**src/design/rc_ppm_channel_capture_defines.svh**
```systemverilog
// assertion macros for the ppm channel capture block
`ifndef RC_PPM_CHANNEL_CAPTURE_DEFINES_SVH
`define RC_PPM_CHANNEL_CAPTURE_DEFINES_SVH

`ifndef SYNTHESIS

// concurrent check on clk, skipped while reset is held
`define RCPPM_ASSERT(label, prop, msg) \
	label: assert property (@(posedge clk) disable iff (!arst_n) prop) else $error(msg);

// concurrent check on clk, also evaluated during reset
`define RCPPM_ASSERT_ALWAYS(label, prop, msg) \
	label: assert property (@(posedge clk) prop) else $error(msg);

`else

`define RCPPM_ASSERT(label, prop, msg)
`define RCPPM_ASSERT_ALWAYS(label, prop, msg)

`endif

`endif

```
**src/design/rcppm_pkg.sv**
```systemverilog
// shared types and constants of the ppm channel capture block
package rcppm_pkg;

	// result codes
	typedef enum logic [1:0] {
		EV_SYNC    = 2'd0,
		EV_STORED  = 2'd1,
		EV_IGNORED = 2'd2
	} event_kind_t;

	// input mode codes
	localparam logic MODE_TICK = 1'b0;
	localparam logic MODE_EDGE = 1'b1;

	// configuration register indexes
	typedef enum logic [1:0] {
		REG_SYNC_TICKS    = 2'd0,
		REG_PULSE_OFFSET  = 2'd1,
		REG_CHANNEL_COUNT = 2'd2
	} reg_index_t;

	localparam int unsigned CFG_DATA_W = 16;

	// register reset values
	localparam logic [7:0]  SYNC_TICKS_RST    = 8'd46;
	localparam logic [15:0] PULSE_OFFSET_RST  = 16'd4140;
	localparam logic [3:0]  CHANNEL_COUNT_RST = 4'd6;

	// coarse timer saturation point
	localparam logic [8:0] COARSE_MAX = 9'd511;

endpackage

```
**src/design/rcppm_if.sv**
```systemverilog
// handshake channels of the ppm channel capture block
interface rcppm_in_if;
	logic       valid;
	logic       ready;
	logic       mode;
	logic [7:0] fine_count;

	modport source (output valid, output mode, output fine_count, input ready);
	modport sink   (input valid, input mode, input fine_count, output ready);
endinterface

interface rcppm_out_if;
	logic                     valid;
	logic                     ready;
	rcppm_pkg::event_kind_t   event_kind;
	logic [2:0]               channel;
	logic [15:0]              pulse_value;

	modport source (output valid, output event_kind, output channel, output pulse_value,
		input ready);
	modport sink   (input valid, input event_kind, input channel, input pulse_value,
		output ready);
endinterface

```
**src/design/rc_ppm_channel_capture.sv**
```systemverilog
// ppm pulse train decoder: coarse timer, channel index and averaged channel store
// an accepted edge beat loads its result into the output register
// throughput: one beat per cycle, ticks and edges alike; ticks give no result
// the input stalls only while a result sits in the output register untaken
// reset: arst_n clears timer, index, channel store, output valid and restores
// the configuration registers to their defaults
`include "rc_ppm_channel_capture_defines.svh"

module rc_ppm_channel_capture #(
	parameter int unsigned MAX_CHANNELS = 8
) (
	input  logic               clk,
	input  logic               arst_n,
	input  logic               wr_en,
	input  logic [1:0]         wr_index,
	input  logic [rcppm_pkg::CFG_DATA_W-1:0] wr_data,
	rcppm_in_if.sink           capture,
	rcppm_out_if.source        report
);

	// index counter holds 0..MAX_CHANNELS, store address needs one less value
	localparam int unsigned CNT_W = $clog2(MAX_CHANNELS + 1);
	localparam int unsigned IDX_W = (MAX_CHANNELS > 1) ? $clog2(MAX_CHANNELS) : 1;
	// compare width covers both the 4-bit register and the counter
	localparam int unsigned LIM_W = (CNT_W > 4) ? CNT_W : 4;

	// configuration registers
	logic [7:0]  sync_ticks_q;
	logic [15:0] pulse_offset_q;
	logic [3:0]  channel_count_q;

	// decoder state
	logic [8:0]       coarse_q;
	logic [CNT_W-1:0] chan_idx_q;
	logic [15:0]      store_q [MAX_CHANNELS];

	// output register
	logic                   out_valid_q;
	rcppm_pkg::event_kind_t out_kind_q;
	logic [2:0]             out_chan_q;
	logic [15:0]            out_pulse_q;

	// handshake
	logic take_in;
	logic take_tick;
	logic take_edge;

	// edge decode
	logic [LIM_W-1:0] limit;
	logic [LIM_W-1:0] cnt_ext;
	logic [LIM_W-1:0] max_ext;
	logic [LIM_W-1:0] idx_ext;
	logic             is_sync;
	logic             can_store;
	logic [IDX_W-1:0] store_addr;
	logic [15:0]      elapsed;
	logic [15:0]      net_pulse;
	logic [16:0]      pulse_sum;
	logic [15:0]      avg;

	// ---------------------------------------------------------------
	// configuration port, writes beyond the register list are dropped
	// ---------------------------------------------------------------
	always_ff @(posedge clk or negedge arst_n) begin
		if (!arst_n) begin
			sync_ticks_q    <= rcppm_pkg::SYNC_TICKS_RST;
			pulse_offset_q  <= rcppm_pkg::PULSE_OFFSET_RST;
			channel_count_q <= rcppm_pkg::CHANNEL_COUNT_RST;
		end else if (wr_en) begin
			case (wr_index)
				rcppm_pkg::REG_SYNC_TICKS:    sync_ticks_q    <= wr_data[7:0];
				rcppm_pkg::REG_PULSE_OFFSET:  pulse_offset_q  <= wr_data[15:0];
				rcppm_pkg::REG_CHANNEL_COUNT: channel_count_q <= wr_data[3:0];
				default: ;
			endcase
		end
	end

	// ---------------------------------------------------------------
	// input handshake: free whenever the output register is empty or draining
	// ---------------------------------------------------------------
	assign capture.ready = !out_valid_q || report.ready;
	assign take_in       = capture.valid && capture.ready;
	assign take_tick     = take_in && (capture.mode == rcppm_pkg::MODE_TICK);
	assign take_edge     = take_in && (capture.mode == rcppm_pkg::MODE_EDGE);

	// ---------------------------------------------------------------
	// edge decode, all in one pass from the state registers
	// ---------------------------------------------------------------
	always_comb begin
		// channel count above the store depth acts as the store depth
		cnt_ext = LIM_W'(channel_count_q);
		max_ext = LIM_W'(MAX_CHANNELS);
		limit   = (cnt_ext > max_ext) ? max_ext : cnt_ext;
		idx_ext = LIM_W'(chan_idx_q);

		// a gap beyond the sync threshold restarts the frame
		is_sync   = coarse_q > {1'b0, sync_ticks_q};
		can_store = idx_ext < limit;

		store_addr = chan_idx_q[IDX_W-1:0];

		// not a sync, so the coarse count fits 8 bits here
		elapsed   = {coarse_q[7:0], capture.fine_count};
		net_pulse = (elapsed < pulse_offset_q) ? 16'd0 : (elapsed - pulse_offset_q);
		pulse_sum = {1'b0, net_pulse} + {1'b0, store_q[store_addr]};
		avg       = pulse_sum[16:1];
	end

	// ---------------------------------------------------------------
	// coarse timer: ticks count up and hold at the top, edges clear it
	// ---------------------------------------------------------------
	always_ff @(posedge clk or negedge arst_n) begin
		if (!arst_n) begin
			coarse_q <= '0;
		end else if (take_edge) begin
			coarse_q <= '0;
		end else if (take_tick && (coarse_q != rcppm_pkg::COARSE_MAX)) begin
			coarse_q <= coarse_q + 9'd1;
		end
	end

	// ---------------------------------------------------------------
	// channel index and store, index parks at the channel count (capped at the store depth) until sync
	// ---------------------------------------------------------------
	always_ff @(posedge clk or negedge arst_n) begin
		if (!arst_n) begin
			chan_idx_q <= '0;
			for (int k = 0; k < MAX_CHANNELS; k++) begin
				store_q[k] <= '0;
			end
		end else if (take_edge) begin
			if (is_sync) begin
				chan_idx_q <= '0;
			end else if (can_store) begin
				chan_idx_q          <= chan_idx_q + CNT_W'(1);
				store_q[store_addr] <= avg;
			end
		end
	end

	// ---------------------------------------------------------------
	// output register, loaded by every edge beat
	// ---------------------------------------------------------------
	always_ff @(posedge clk or negedge arst_n) begin
		if (!arst_n) begin
			out_valid_q <= 1'b0;
		end else if (take_edge) begin
			out_valid_q <= 1'b1;
		end else if (report.ready) begin
			out_valid_q <= 1'b0;
		end
	end

	// payload needs no reset
	always_ff @(posedge clk) begin
		if (take_edge) begin
			if (is_sync) begin
				out_kind_q  <= rcppm_pkg::EV_SYNC;
				out_chan_q  <= 3'd0;
				out_pulse_q <= 16'd0;
			end else if (can_store) begin
				out_kind_q  <= rcppm_pkg::EV_STORED;
				out_chan_q  <= 3'(chan_idx_q);
				out_pulse_q <= avg;
			end else begin
				out_kind_q  <= rcppm_pkg::EV_IGNORED;
				out_chan_q  <= 3'd0;
				out_pulse_q <= 16'd0;
			end
		end
	end

	assign report.valid       = out_valid_q;
	assign report.event_kind  = out_kind_q;
	assign report.channel     = out_chan_q;
	assign report.pulse_value = out_pulse_q;

	// ---------------------------------------------------------------
	// checks
	// ---------------------------------------------------------------
	`RCPPM_ASSERT_ALWAYS(a_idx_range, (CNT_W'(MAX_CHANNELS) >= chan_idx_q), "channel index past store depth")
	`RCPPM_ASSERT(a_coarse_hold, (take_tick && (coarse_q == rcppm_pkg::COARSE_MAX)) |=> (coarse_q == rcppm_pkg::COARSE_MAX), "coarse timer left saturation on a tick")
	`RCPPM_ASSERT(a_edge_result, take_edge |=> (out_valid_q && (coarse_q == 9'd0)), "edge beat without result or timer clear")
	`RCPPM_ASSERT(a_stored_idx, (out_valid_q && (out_kind_q == rcppm_pkg::EV_STORED)) |-> (chan_idx_q != '0), "stored result with index at zero")
	`RCPPM_ASSERT(a_zero_payload, (out_valid_q && (out_kind_q != rcppm_pkg::EV_STORED)) |-> ((out_chan_q == 3'd0) && (out_pulse_q == 16'd0)), "nonzero payload on sync or ignored result")

endmodule

```
**src/flat_wrapper.sv**
```systemverilog
// flat-port wrapper written by rule: the top's interface ports become plain ports
module rc_ppm_channel_capture_flat 
#(
	parameter int unsigned MAX_CHANNELS = 8
)
  (clk, arst_n, wr_en, wr_index, wr_data, capture_valid, capture_mode, capture_fine_count, capture_ready, report_valid, report_event_kind, report_channel, report_pulse_value, report_ready);
  rcppm_in_if capture_i ();
  rcppm_out_if report_i ();
  input  logic clk;
  input  logic arst_n;
  input  logic wr_en;
  input  logic [1:0] wr_index;
  input  logic [rcppm_pkg::CFG_DATA_W-1:0] wr_data;
  input wire logic [$bits(capture_i.valid)-1:0] capture_valid;
  input wire logic [$bits(capture_i.mode)-1:0] capture_mode;
  input wire logic [$bits(capture_i.fine_count)-1:0] capture_fine_count;
  output wire logic [$bits(capture_i.ready)-1:0] capture_ready;
  output wire logic [$bits(report_i.valid)-1:0] report_valid;
  output wire logic [$bits(report_i.event_kind)-1:0] report_event_kind;
  output wire logic [$bits(report_i.channel)-1:0] report_channel;
  output wire logic [$bits(report_i.pulse_value)-1:0] report_pulse_value;
  input wire logic [$bits(report_i.ready)-1:0] report_ready;
  assign capture_i.valid = capture_valid;
  assign capture_i.mode = capture_mode;
  assign capture_i.fine_count = capture_fine_count;
  assign capture_ready = capture_i.ready;
  assign report_valid = report_i.valid;
  assign report_event_kind = report_i.event_kind;
  assign report_channel = report_i.channel;
  assign report_pulse_value = report_i.pulse_value;
  assign report_i.ready = report_ready;
  rc_ppm_channel_capture #(.MAX_CHANNELS(MAX_CHANNELS)) u_core (.clk(clk), .arst_n(arst_n), .wr_en(wr_en), .wr_index(wr_index), .wr_data(wr_data), .capture(capture_i), .report(report_i));
endmodule
```
**config.mk**
```make
export PLATFORM = sky130hd
export DESIGN_NAME = rc_ppm_channel_capture_flat
export DESIGN_NICKNAME = d
export VERILOG_FILES = /design/src/design/rcppm_pkg.sv /design/src/design/rcppm_if.sv /design/src/design/rc_ppm_channel_capture.sv /design/src/flat_wrapper.sv
export VERILOG_INCLUDE_DIRS = /design/src /design/src/design
export SDC_FILE = /design/constraint.sdc
export NUM_CORES = 1
export LEC_CHECK = 0
export BUFFER_PORTS_ARGS = -buffer_cell sky130_fd_sc_hd__buf_2
export CAP_MARGIN = 20
export CORE_ASPECT_RATIO = 0.9
export CORE_UTILIZATION = 55
export CTS_CLUSTER_SIZE = 10
export DETAILED_ROUTE_END_ITERATION = 10
export PLACE_DENSITY = 0.73
export SLEW_MARGIN = 10
export SYNTH_ARGS = -nofsm -noshare
export SYNTH_HDL_FRONTEND = slang
export SYNTH_SLANG_ARGS = --single-unit
```
**constraint.sdc**
```tcl
create_clock -name clk -period 8.42 [get_ports clk]
set_clock_uncertainty 0.05 [all_clocks]
set_input_delay 1.684 -clock clk [delete_from_list [all_inputs] [get_ports clk]]
set_output_delay 1.684 -clock clk [all_outputs]
set_load 0.1 [all_outputs]
```
[Word level (Yosys, flattened, before mapping)]
Index checks and enable logic that the tools add are counted.
Storage, ports and cells
  output and inout port bits: 23
  register bits after elaboration: 191
  logic and storage cells: 66
  bits of input ports: 32
Cells by class
  $add $sub $neg: 4
  bitwise operators: 4
  reduce and logical (&&, ||, !) cells: 17
  eq/ne operators: 3
  muxes and demuxes: 15
  $lt $le $gt $ge: 6
Operators by type and width (number)
  128-bit bitwise mux: 1
  16-bit two-way mux: 4
  16-bit binary-select mux with 3-bit select: 1
  16-bit demux with 3-bit select: 1
  9-bit two-way mux: 2
  16-bit by 16-bit adder with 17-bit output: 1
  16-bit less-than comparator: 1
  16-bit subtractor: 1
  4-bit two-way mux: 3
  9-bit by 1-bit adder with 9-bit output, second input constant: 1
  9-bit by 8-bit greater-than comparator with 1-bit output: 1
  9-bit inequality test, second input constant: 1
  2-bit AND reduction: 4
  2-bit nonzero test: 3
  1-bit logical AND: 5
  4-bit by 1-bit adder with 4-bit output, second input constant: 1
  4-bit greater-or-equal comparator, second input constant: 1
  4-bit greater-than comparator, second input constant: 1
  4-bit by 1-bit less-than comparator with 1-bit output, second input constant: 1
  4-bit less-than comparator: 1
  3-bit inverter with 4-bit output: 1
  1-bit inverter: 3
  3-bit AND reduction: 1
  2-bit by 1-bit equality test with 1-bit output, second input constant: 1
  7 further kinds: 8

[Depth between registers and ports, before layout]
Gate-level depths: netlist of the first run.
  depth in word-level cells: 7
  mapped depth: 20
  mapped depth without buffers: 20

[Worst setup path before layout of the first run]
No wires, ideal clock.
  path kind: input -> register
  from: input capture_fine_count[2]
  to: register u_core.out_pulse_q[13], in the netlist u_core.report.pulse_value[13], data pin
  arrival time: 5257 ps
  buffers on the path: 1
  required time: 8102 ps
  cell stages on the path: 17
  setup slack: 2844 ps
  setup time: 268 ps
  path through: ha_1 > nor2b_2 > o31a_2 > o21a_1 > a21boi_4 > clkbuf_1 > nor3_1 > ha_1 > nor2b_1 > o21a_1 > o21ai_0 > a21o_1 > a211oi_1 > or3_1 > a21oi_1 > xor2_1 > nor2_1
Between the ends
  longest elaborated chain between the ends: 3
  elaborated cells on any way between the ends: 4
  those cells by class: 2 x add/sub; 1 x order compare; 1 x mux
Ends and longest elaborated chain
  from (decl): RTL line flat_wrapper.sv:16  | input wire logic [$bits(capture_i.fine_count)-1:0] capture_fine_count;
  16-bit subtractor / 16-bit less-than comparator (equally long branches): RTL line rc_ppm_channel_capture.sv:105  | net_pulse = (elapsed < pulse_offset_q) ? 16'd0 : (elapsed - pulse_offset_q);
  16-bit two-way mux *: RTL line rc_ppm_channel_capture.sv:105
  16-bit by 16-bit adder with 17-bit output *: RTL line rc_ppm_channel_capture.sv:106  | pulse_sum = {1'b0, net_pulse} + {1'b0, store_q[store_addr]};
  to (signal assigned): RTL line rc_ppm_channel_capture.sv:165  | out_pulse_q <= avg;
  to (decl): RTL line rc_ppm_channel_capture.sv:41  | logic [15:0] out_pulse_q;
Mark *: on every way between the ends. The rest lies on a longest branch, timed or not.
A chain may end at the register's enable or synchronous reset.

[Final worst setup path of the first run]
  from: input capture_fine_count[1]
  to: register u_core.store_q[29] (netlist name)
Between the ends
  longest elaborated chain between the ends: 4
  elaborated cells on any way between the ends: 5
  those cells by class: 2 x add/sub; 1 x order compare; 2 x mux
Ends and longest elaborated chain
  16-bit subtractor / 16-bit less-than comparator (equally long branches): RTL line rc_ppm_channel_capture.sv:105
  16-bit two-way mux *: RTL line rc_ppm_channel_capture.sv:105
  16-bit by 16-bit adder with 17-bit output *: RTL line rc_ppm_channel_capture.sv:106
  128-bit bitwise mux *: RTL line rc_ppm_channel_capture.sv:137  | store_q[store_addr] <= avg;
  to (signal, indexed assignment): RTL line rc_ppm_channel_capture.sv:137
  to (decl): RTL line rc_ppm_channel_capture.sv:35  | logic [15:0] store_q [MAX_CHANNELS];
Marks and branches as above.

==> results of run 1 <==
-- logic make-up (layout without fill, tap and decap cells) --
kind of cell | after synthesis | count (layout) | share of synthesized area (%)
simple gates | 318 | 318 | 14.35
compound gates | 260 | 260 | 16.04
flops | 191 | 191 | 50.37
buf+inv | 79 | 141 | 3.140
mux | 58 | 58 | 7.027
fa+ha+maj | 47 | 47 | 6.203
xor+xnor | 31 | 31 | 2.870
-- registers in the layout, summed over array words and instances (netlist names) --
signal,flops
u_core.sync_ticks_q,8
u_core.store_q,128
u_core.channel_count_q,4
u_core.report.valid,1
u_core.report.pulse_value,16
u_core.report.event_kind,2
u_core.pulse_offset_q,16
u_core.report.channel,3
u_core.coarse_q,9
u_core.chan_idx_q,4
-- routing by layer --
| metal | vias to the layer above | global-route usage (%) | wire [µm] |
|---|---|---|---|
| met1 | 3647 | 42.60 | 11400 |
| met2 | 249 | 42.68 | 10680 |
| met4 | 0 | 7.653 | 380 |
| li1 | 3549 | - | - |
| met5 | - | 0 | 0 |
| met3 | 27 | 7.135 | 1687 |
-- Yosys cell counts, drive strengths merged (4+ instances only) --
cell type and count:
nand2 167, dfrtp 160, o21ai 151, nor2 67
ha 45, mux2 42, inv 37, a21oi 34
clkbuf 32, edfxtp 21, nand3 20, xor2 19
nor3 14, a22oi 12, mux2i 12, nor2b 12
xnor2 12, dfstp 10, o22ai 10, a221oi 9
buf 9, a21o 8, nand2b 8, and3 7
o21a 6, or3 6, a211oi 4, a21boi 4
mux4 4
-- worst max-delay path: cells and delay by family --
family,cells,cell delay [ps]
adder cells (fa/ha/maj),2,650
AND/OR/NAND/NOR,4,690
AO/OA/AOI/OAI,9,2140
buffers and inverters,1,110
XOR/XNOR,2,770
-- area by class of cell --
type | count | area [µm²] | share of cell area, %
multi-input cells | 714 | 4519 | 41.72
clock inverters | 13 | 115.1 | 1.063
inverters | 38 | 142.6 | 1.317
clock buffers | 19 | 432.9 | 3.997
well taps | 235 | 294.0 | 2.715
repair buffers | 71 | 429.2 | 3.962
flip-flops and latches | 191 | 4898 | 45.22
-- report_power, final --
| group | switching, mW | internal [mW] | total, mW | leakage (nW) |
|---|---|---|---|---|
| logic | 0.796 | 0.378 | 1.17 | 2.25 |
| registers | 0.100 | 1.12 | 1.22 | 2.47 |
| clock network | 0.356 | 0.408 | 0.763 | 0.255 |
-- final timing paths --
check / slack (ps) / end / depth (start not counted) / startpoint
max: 2590 / u_core.store_q[29] / 18 / capture_fine_count[1]
min: 430 / u_core.store_q[33] / 2 / u_core.store_q[33]
max reg2reg: 3320 / u_core.store_q[29] / 15 / u_core.coarse_q[3]
min reg2reg: 430 / u_core.store_q[33] / 2 / u_core.store_q[33]
max in group asynchronous: 5510 / u_core.chan_idx_q[0] / 2 / arst_n
min in group asynchronous: 1270 / u_core.store_q[51] / 1 / arst_n
-- per-stage QoR --
step	instance area [µm²]	hold slack (ps)	power [mW]
2_1_floorplan	9722	392.9	2.029
3_3_place_gp	10240	405.8	2.370
3_5_place_dp	10240	416.2	2.385
4_1_cts	10790	431.2	3.154
5_1_grt	10830	449.8	3.350
6_report	10830	428.2	3.155
==> summary.md, run 1 <==
| Metric | Value |
|---|---|
| Global placement routability congestion | 0.9538 |
| CTS tree | built |
| Area of the die | 18,210 µm² |
| Antenna Nets Post-Route | 0 |
| Final hold viol count | 0 |
| Setup ws final | 2587 ps |
| Grt ovf | 0 |
| Antenna violations before repair | 0 |
| Core Area | around 17,000 µm² |
| CTS Hold Bufs | 0 |
| DR DRC count | 0 |
| Fill count | 1,435 |
| MaxCap Viol Count | 0 |
| CTS resizes | 0 |
| TNS Setup | 0 ps |
| Worst-path fanout max | 9 |
| Final setup fails | 0 |
| Worst Hold Class | flip-flop to flip-flop |
| Peak VDD IR | just under 0.0002 V |
| Crit path required time | 8650 ps |
| Row cnt | 45 |
| Synth Warn # | 0 |
| Slew @ Worst Pin | 1050 ps |
| Global-route wire length before repair | between 30 and 40 mm |
| Startpoint types | primary input |
| Number of global-route vias before repair | 7,200 |
| Post-synth top area cell | dfrtp_1 |
| Syn_area_per_cell | 9.880 µm² |
| PD cells | around 290 nW/µm² |
| Final wirelength | 24.15 mm |
| Routed length per placed instance | 18.85 µm |
| CP Capture Type | flip-flop |
| RSZ-0062 raised after global routing | false |
| Synthesized area | 9722 µm² |
| GRT Overall Usage | 28.94% |
| Most common flop cell mapped by yosys | dfrtp_1 |
| Min Tclk post-route | 5833 ps |
| Htree depth | 4 |
| Clock Path Buffers | 2 |
| DRT Pass-1 Iters | 5 |
| Arr. time, crit path | 6060 ps |
| Die Span X | 142.1 µm |
| Top post-synthesis cells by area | dfrtp_1, o21ai_0, edfxtp_1, nand2_1, ha_1 |
| Yosys reg bits | about 190 |
| Die Y | around 130 µm |
| Slowest stage cell, crit path | xor2_1 |
| Status | complete, no violations |
| Pre-CTS setup slack | about 2200 ps |
| Total CTS buffers | 17 |
| Post-synthesis async set-or-reset flop share | around 89% |
| Top cell by count, worst path | nor2b_1 |
| Clock root cell | clkbuf_16 |
| Syn nets | 1,063 |
| Final core utilization | a little under two thirds |
| Post-synth EDFFs | 21 |
| Placed cells | 1,247 |
| Pins Over Slew Limit | 0 |
| Latest clock arrival within the worst-skew pair | about 440 ps |
| Area Overhead vs Synth | 11.42% |
| Initial core utilization | 56.99% |
| DRT iter0 DRCs | 592 |
| Leakage | roughly 5.0 nW |
| CTS Sinks | 191 |
| # diodes | 0 |
| Achievable Freq | 0.1714 GHz |
| Gate Count Post-Synth | 984 |
| DR vias/cell | 5.833 |
| Non-Filler Instances | 1,281 |
| Synth unique cells | 66 |
| Slew HR | 29.82% |
| Postcts setup bufs | 0 |
| Register area share after synthesis | 50.37% |
| Synth top area share | 41.18% |
| Crit share post-route | 69.27% |
| Port bufs | 54 |
| Crit-path cells | buf_2 -> ha_1 -> nor2b_1 -> o21ai_0 -> a21boi_0 -> o41ai_1 -> o21bai_1 -> xor2_1 -> nor2b_1 -> ha_1 -> a21oi_1 -> nor2b_1 -> a2111oi_0 -> a211oi_1 -> or3_1 -> a21oi_1 -> xor2_1 -> o21ai_0 |
| Top Ports | 55 |
| Layout cells sized above 1 | 16.25% |
| Detailed placement HPWL | 16.37 mm |
| Clock slew seen by the registers of the worst setup and hold paths | 70 ps |
| Layout Nets | 1,112 |
| Commonest non-fill, non-tap cell in the layout | nand2_1 |
| Slowest stage delay, CP | between 600 and 700 ps |
| Via Count | around 7,500 |
| Largest net degree at the start of global routing | 94 |
| Crit Path Category | primary input to flip-flop |
| Most frequent cells in the layout | nand2_1, dfrtp_1, o21ai_0, nor2_1, buf_2 |
No activity file was read; power rests on OpenSTA's default activity.
==> run 2, diff against run 1 <==
--- a/config.mk
+++ b/config.mk
@@ -12,7 +12,7 @@
 export CORE_UTILIZATION = 55
 export CTS_CLUSTER_SIZE = 10
 export DETAILED_ROUTE_END_ITERATION = 10
-export PLACE_DENSITY = 0.73
+export PLACE_DENSITY = 0.76
 export SLEW_MARGIN = 10
 export SYNTH_ARGS = -nofsm -noshare
 export SYNTH_HDL_FRONTEND = slang
==> constraint.sdc (replaced) <==
create_clock -name clk -period 5.3 [get_ports clk]
set_clock_uncertainty 0.05 [all_clocks]
set_input_delay 1.06 -clock clk [delete_from_list [all_inputs] [get_ports clk]]
set_output_delay 1.06 -clock clk [all_outputs]
set_load 0.1 [all_outputs]
==> summary.md, run 2 (synthesized netlist as in run 1, its figures left out) <==
| Metric | Value |
|---|---|
| Crit Path Category | primary input to flip-flop |
| Grt peak-use layer | met1 |
| RR Startpoint | u_core.coarse_q[3] |
| Status | complete, no violations |
| Crit-path cells | buf_2 -> ha_1 -> nor2b_1 -> o21ai_0 -> a21boi_0 -> o41ai_1 -> o21bai_1 -> xor2_1 -> nor2b_1 -> ha_1 -> a21oi_1 -> nor2b_1 -> a2111oi_0 -> buf_4 -> a211oi_1 -> or3_1 -> a21oi_1 -> xor2_1 -> buf_4 -> nor2_1 |
| Crit path required time | 5400 ps (-3250 ps) |
| RSZ-0062 raised after global routing | false |
| Cell Int Power | 3.181 mW (+67%) |
| Clock power frac | 24.2% (about the same) |
| Commonest non-fill, non-tap cell in the layout | nand2_1 |
| Htree depth | 4 (unchanged) |
| Hold depth | 2 (unchanged) |
| Reg2reg end | u_core.report.pulse_value[12] |
| Achievable Freq | 0.2053 GHz |
| Top Ports | 55 (unchanged) |
| CTS Hold Bufs | 0 (unchanged) |
| Fill count | 1,385 (-3.5%) |
| CP delay by family, top | compound AO/OA/AOI/OAI gates |
| TNS Setup | 0 ps (unchanged) |
| Detailed placement HPWL | 17.53 mm (+7.1%) |
| Reg2reg path depth | 16 (+1) |
| Number of global-route vias before repair | 7,205 (+0.069%) |
| Arr. time, crit path | 4970 ps (-1090 ps) |
| Largest net degree at the start of global routing | 89 (-5.3%) |
| Initial core utilization | 56.99% (unchanged) |
| Slowest stage cell, crit path | o41ai_1 |
| Critical Path Stages | 20 (+2) |
| Area Overhead vs Synth | 13.39% |
| Most frequent cells in the layout | nand2_1, dfrtp_1, o21ai_0, nor2_1, buf_2 |
| Final setup fails | 0 (unchanged) |
| DR vias/cell | 5.813 (-0.35%) |
| CTS Sinks | 191 (unchanged) |
| Port bufs | 54 (unchanged) |
| DRT iter0 DRCs | 749 (+27%) |
| Max reg flops | 128 (unchanged) |
| Leakage | 5.082 nW (+2.3%) |
| M1 GR Usage | 44.99% (+2.4 points) |
| Final wirelength | 25.31 mm (+4.8%) |
| Clock root cell | clkbuf_16 |
| Slew @ Worst Pin | 1044 ps (-6.599 ps) |
| Via Count | 7,568 (+1.3%) |
| Worst-path fanout max | 9 (unchanged) |
| Hold path start | u_core.store_q[53] |
| Postcts setup bufs | 0 (unchanged) |
| Layout Nets | 1,133 (+1.9%) |
| Hold worst-path end | u_core.store_q[53] |
| DRT Pass-1 Iters | 5 (unchanged) |
| Slowest stage delay, CP | 470 ps (-140 ps) |
| Core Area | 17,060 µm² (unchanged) |
| DR DRC count | 0 (unchanged) |
| Top cell by count, worst path | nor2b_1 |
| Total CTS buffers | 17 (unchanged) |
| Routed length per placed instance | 19.44 µm (+3.1%) |
| Worst Hold Class | flip-flop to flip-flop |
| Die Span X | 142.1 µm (unchanged) |
| Grt ovf | 0 (unchanged) |
| Non-Filler Instances | 1,302 (+1.6%) |
| Net Switching | 2.049 mW (+64%) |
| Antenna Nets Post-Route | 0 (unchanged) |
| Final hold viol count | 0 (unchanged) |
| PD cells | 474.5 nW/µm² (+63%) |
| Global placement routability congestion | 0.9199 (-3.6%) |
| Startpoint types | primary input |
| R2R setup slack | 500 ps (-2820 ps) |
| Min Tclk post-route | slightly below 5000 ps |
| Met3 Use GR | 5.603% (-1.5 points) |
| Row cnt | 45 (unchanged) |
| CTS tree | built |
| Global Route met2 Usage | 43.34% (+0.66 points) |
| Clock Path Buffers | 2 (unchanged) |
| GRT Overall Usage | 29.68% (+0.74 points) |
| # diodes | 0 (unchanged) |
| Sw Ratio | 39.18% (-0.49 points) |
| Area of the die | 18,210 µm² (unchanged) |
| MaxCap Viol Count | 0 (unchanged) |
| Crit share post-route | about 92% |
| Pins Over Slew Limit | 0 (unchanged) |
| Antenna violations before repair | 0 (unchanged) |
| Combinational share of power | 37.5% (+0.3 points) |
| CTS resizes | 0 (unchanged) |
| Layout cells sized above 1 | 18.09% (+1.8 points) |
| Slew HR | 30.26% (+0.44 points) |
| Latest clock arrival within the worst-skew pair | 440 ps (about the same) |
| Die Y | 128.1 µm (unchanged) |
| Placed cells | 1,269 (+1.8%) |
| Peak VDD IR | 0.0003816 V (+92%) |
| CP Capture Type | flip-flop |
| Top reg by flops | u_core.store_q |
| Clock slew seen by the registers of the worst setup and hold paths | 70 ps (about the same) |
| Sequential Power Share | 38.3% (-0.3 points) |
| Global-route wire length before repair | 40.05 mm (+1.6%) |
| Worst Path Buf+Inv | 3 (+2) |
run 2: changes by cell type in the layout (fill, tap and decap cells not counted), sizes merged:
| cell | before | now |
|---|---|---|
| clkbuf | 20 | 24 |
| clkinv | 6 | 4 |
| inv | 39 | 38 |
| clkinvlp | 5 | 3 |
| buf | 70 | 92 |
run 2: final cells by class:
type | count | area, µm² | share of cell area, %
inverter | 38 | 142.6 | 1.294
multi-input combinational | 714 | 4524 | 41.04
clock inverter | 8 | 80.08 | 0.7264
clock buffer | 24 | 501.7 | 4.552
tap | 235 | 294.0 | 2.667
timing repair buffer | 92 | 581.8 | 5.278
sequential | 191 | 4898 | 44.44
run 2: worst max-delay path by stage:
stage                                startpoint                            end  slack (ps)
after floorplan           capture_fine_count[2]  u_core.report.pulse_value[13]         350
after global placement    capture_fine_count[0]  u_core.report.pulse_value[12]         190
after detailed placement  capture_fine_count[1]  u_core.report.pulse_value[13]          60
after CTS                 capture_fine_count[1]  u_core.report.pulse_value[13]         500
after global routing      capture_fine_count[1]  u_core.report.pulse_value[14]          70
final                     capture_fine_count[1]  u_core.report.pulse_value[13]         430
run 2: tightest hold or removal path, cell delays in order (launching register included):
cell     delay, ps
dfrtp_1        340
nand2_1         50
o21ai_0         60
run 2: per-layer routing:
metal	routed length (µm)	part of all wire [%]
met2	11220	44
met4	330	1.3
met3	1560	6.2
met1	12200	48
met5	0	0
run 2: power groups by stage:
stage                     clock network [mW]  registers (mW)  logic (mW)
final                                   1.27            2.00        1.96
after global routing                    1.34            2.03        2.13
after CTS                               1.28            1.99        1.93
after detailed placement                   0            2.01        1.91
after global placement                     0            2.00        1.88
after floorplan                            0            2.02        1.20
run 2: through the flow:
stage | setup WS [ps] | hold slack, ps | instance area [µm²] | utilization [%] | power (mW)
6_report | 429.4 | 427.9 | 11020 | 64.61 | 5.230
3_5_place_dp | 64.28 | 416.9 | 10410 | 61.04 | 3.924
4_1_cts | 499.2 | 431.3 | 11000 | 64.45 | 5.209
3_3_place_gp | 193.4 | 405.8 | 10410 | 61.04 | 3.887
2_1_floorplan | 348.4 | 392.9 | 9722 | - | 3.223
5_1_grt | 66.25 | 448.6 | 11020 | 64.61 | 5.501
==> run 3, diff against run 2 <==
--- a/config.mk
+++ b/config.mk
@@ -10,9 +10,10 @@
 export CAP_MARGIN = 20
 export CORE_ASPECT_RATIO = 0.9
 export CORE_UTILIZATION = 55
+export CTS_BUF_LIST = sky130_fd_sc_hd__clkbuf_8
 export CTS_CLUSTER_SIZE = 10
 export DETAILED_ROUTE_END_ITERATION = 10
-export PLACE_DENSITY = 0.76
+export PLACE_DENSITY_LB_ADDON = 0.05
 export SLEW_MARGIN = 10
 export SYNTH_ARGS = -nofsm -noshare
 export SYNTH_HDL_FRONTEND = slang
==> constraint.sdc (replaced) <==
create_clock -name clk -period 6.1 [get_ports clk]
set_clock_uncertainty 0.05 [all_clocks]
set_input_delay 1.22 -clock clk [delete_from_list [all_inputs] [get_ports clk]]
set_output_delay 1.22 -clock clk [all_outputs]
set_load 0.1 [all_outputs]
==> summary.md, run 3 (synthesized netlist as in run 1, its figures left out) <==
| Metric | Value |
|---|---|
| Combinational share of power | 38.5% (+1.0 points) |
| Postcts setup bufs | 0 (unchanged) |
| Pins Over Slew Limit | 0 (unchanged) |
| Clock power frac | 21.7% (-2.5 points) |
| Top cell by count, worst path | nor2b_1 |
| Worst-path fanout max | 9 (unchanged) |
| Global-route wire length before repair | 38.16 mm (-4.7%) |
| Final hold viol count | 0 (unchanged) |
| PD cells | 394.5 nW/µm² (-17%) |
| Achievable Freq | just under 0.2 GHz |
| Htree depth | 4 (unchanged) |
| Total CTS buffers | 17 (unchanged) |
| Grt ovf | 0 (unchanged) |
| WHS | 432.5 ps (+4.608 ps) |
| Clock slew seen by the registers of the worst setup and hold paths | 100 ps (+30 ps) |
| Commonest non-fill, non-tap cell in the layout | nand2_1 |
| Net Switching | 1.705 mW (-17%) |
| Most frequent cells in the layout | nand2_1, dfrtp_1, o21ai_0, nor2_1, buf_2 |
| MaxCap Viol Count | 0 (unchanged) |
| Cell Int Power | 2.534 mW (-20%) |
| RSZ-0062 raised after global routing | false |
| Startpoint types | primary input |
| TNS Setup | 0 ps (unchanged) |
| Area Overhead vs Synth | 10.55% |
| Peak VDD IR | 0.0002266 V (-41%) |
| GRT Overall Usage | 27.95% (-1.7 points) |
| Final wirelength | 23.78 mm (-6.1%) |
| Setup ws final | 911.1 ps (+481.7 ps) |
| Port bufs | 54 (unchanged) |
| Global placement routability congestion | 0.9096 (-1.1%) |
| Core Area | 17,060 µm² (unchanged) |
| CTS tree | built |
| DR vias/cell | 5.681 (-2.3%) |
| Detailed placement HPWL | 16.34 mm (-6.8%) |
| Layout Nets | 1,115 (-1.6%) |
| # diodes | 0 (unchanged) |
| Sw Ratio | 40.22% (+1.0 points) |
| Die Span X | 142.1 µm (unchanged) |
| Top reg by flops | u_core.store_q |
| Antenna Nets Post-Route | 0 (unchanged) |
| Number of global-route vias before repair | 6,876 (-4.6%) |
| Clock root cell | clkbuf_8 |
| Crit Path Category | primary input to flip-flop |
| Status | complete, no violations |
| Slowest stage cell, crit path | a2111oi_0 |
| Crit path required time | 6360 ps (+960 ps) |
| Latest clock arrival within the worst-skew pair | 480 ps (+40 ps) |
| CTS resizes | 0 (unchanged) |
| Largest net degree at the start of global routing | 68 (-24%) |
| Crit share post-route | 85.06% |
| Slew @ Worst Pin | 1082 ps (+38.52 ps) |
| Crit-path cells | buf_2 -> ha_1 -> nor2b_1 -> o21ai_0 -> a21boi_0 -> o41ai_1 -> o21bai_1 -> xor2_1 -> nor2b_1 -> ha_1 -> a21oi_1 -> nor2b_1 -> a2111oi_0 -> a211oi_1 -> or3_1 -> a21oi_1 -> xor2_1 -> o21ai_0 |
| Antenna violations before repair | 0 (unchanged) |
| DRT iter0 DRCs | 479 (-36%) |
| Leakage | 4.952 nW (-2.6%) |
| Layout cells sized above 1 | 16.59% (-1.5 points) |
| Final setup fails | 0 (unchanged) |
| Clock Path Buffers | 2 (unchanged) |
| Routed length per placed instance | 18.52 µm (-4.7%) |
| Row cnt | 45 (unchanged) |
| Sequential Power Share | 39.8% (+1.5 points) |
| Max reg flops | 128 (unchanged) |
| Top Ports | 55 (unchanged) |
| Initial core utilization | 56.99% (unchanged) |
| Pwr Total | 4.240 mW (-19%) |
| Via Count | 7,294 (-3.6%) |
| Worst Hold Class | flip-flop to flip-flop |
| Slowest stage delay, CP | 520 ps (+50 ps) |
| DRT Pass-1 Iters | 5 (unchanged) |
| Pre-CTS setup slack | 453.9 ps (+389.6 ps) |
| Slew HR | 27.69% (-2.6 points) |
| DR DRC count | 0 (unchanged) |
| Min Tclk post-route | a little over 5000 ps |
| CTS Sinks | 191 (unchanged) |
| CTS Hold Bufs | 0 (unchanged) |
| Die Y | 128.1 µm (unchanged) |
| Arr. time, crit path | 5450 ps (+480 ps) |
| Area of the die | 18,210 µm² (unchanged) |
| CP Capture Type | flip-flop |
run 3: per-stage QoR:
stage / std cells / cell area, µm² / util (%)
after floorplan: 984 / 9722 / -
after global placement: 1250 / 10270 / 60.18
after detailed placement: 1250 / 10270 / 60.18
after CTS: 1282 / 10690 / 62.68
after global routing: 1284 / 10750 / 63.00
final: 1284 / 10750 / 63.00
run 3: area by class of cell:
| class | instances | area (µm²) |
|---|---|---|
| Clock buffer | 17 | 234.0 |
| Clock inverter | 15 | 192.7 |
| Fill cell | 1481 | 6312 |
| Inverter | 38 | 142.6 |
| Multi-Input combinational cell | 714 | 4519 |
| Sequential cell | 191 | 4898 |
| Tap cell | 235 | 294.0 |
| Timing Repair Buffer | 74 | 466.7 |
run 3: routing by layer:
| layer | GRT usage (%) | vias up | wire length, µm |
|---|---|---|---|
| met3 | 5.790 | 37 | 1410 |
| met4 | 8.159 | 0 | 442 |
| met5 | 0 | - | 0 |
| li1 | - | 3558 | - |
| met2 | 40.97 | 194 | 10250 |
| met1 | 41.70 | 3505 | 11670 |
run 3: final timing paths:
check	from	to	slack, ps	cells after the start
hold reg to reg	u_core.store_q[80]	u_core.store_q[80]	430	2
hold / removal	u_core.store_q[80]	u_core.store_q[80]	430	2
min in group asynchronous	arst_n	u_core.store_q[62]	640	1
setup reg to reg	u_core.coarse_q[3]	u_core.store_q[77]	1110	15
max in group asynchronous	arst_n	u_core.pulse_offset_q[9]	4070	2
setup / recovery	capture_fine_count[1]	u_core.store_q[77]	910	18
run 3: power groups by stage:
stage / clock (mW) / sequential, mW / combinational, mW
floorplan: 0 / 1.76 / 1.04
global placement: 0 / 1.70 / 1.61
detailed placement: 0 / 1.71 / 1.62
CTS: 0.934 / 1.69 / 1.63
global route: 0.981 / 1.72 / 1.80
finish: 0.920 / 1.69 / 1.63
run 3: worst max-delay path, delay by kind of cell:
family                     cells  cell delay [ps]
AOI/OAI and AO/OA              9             2140
adders and majority gates      2              640
and+or+nand+nor                4              690
buffers and inverters          1              110
xor gates and xnor gates       2              640
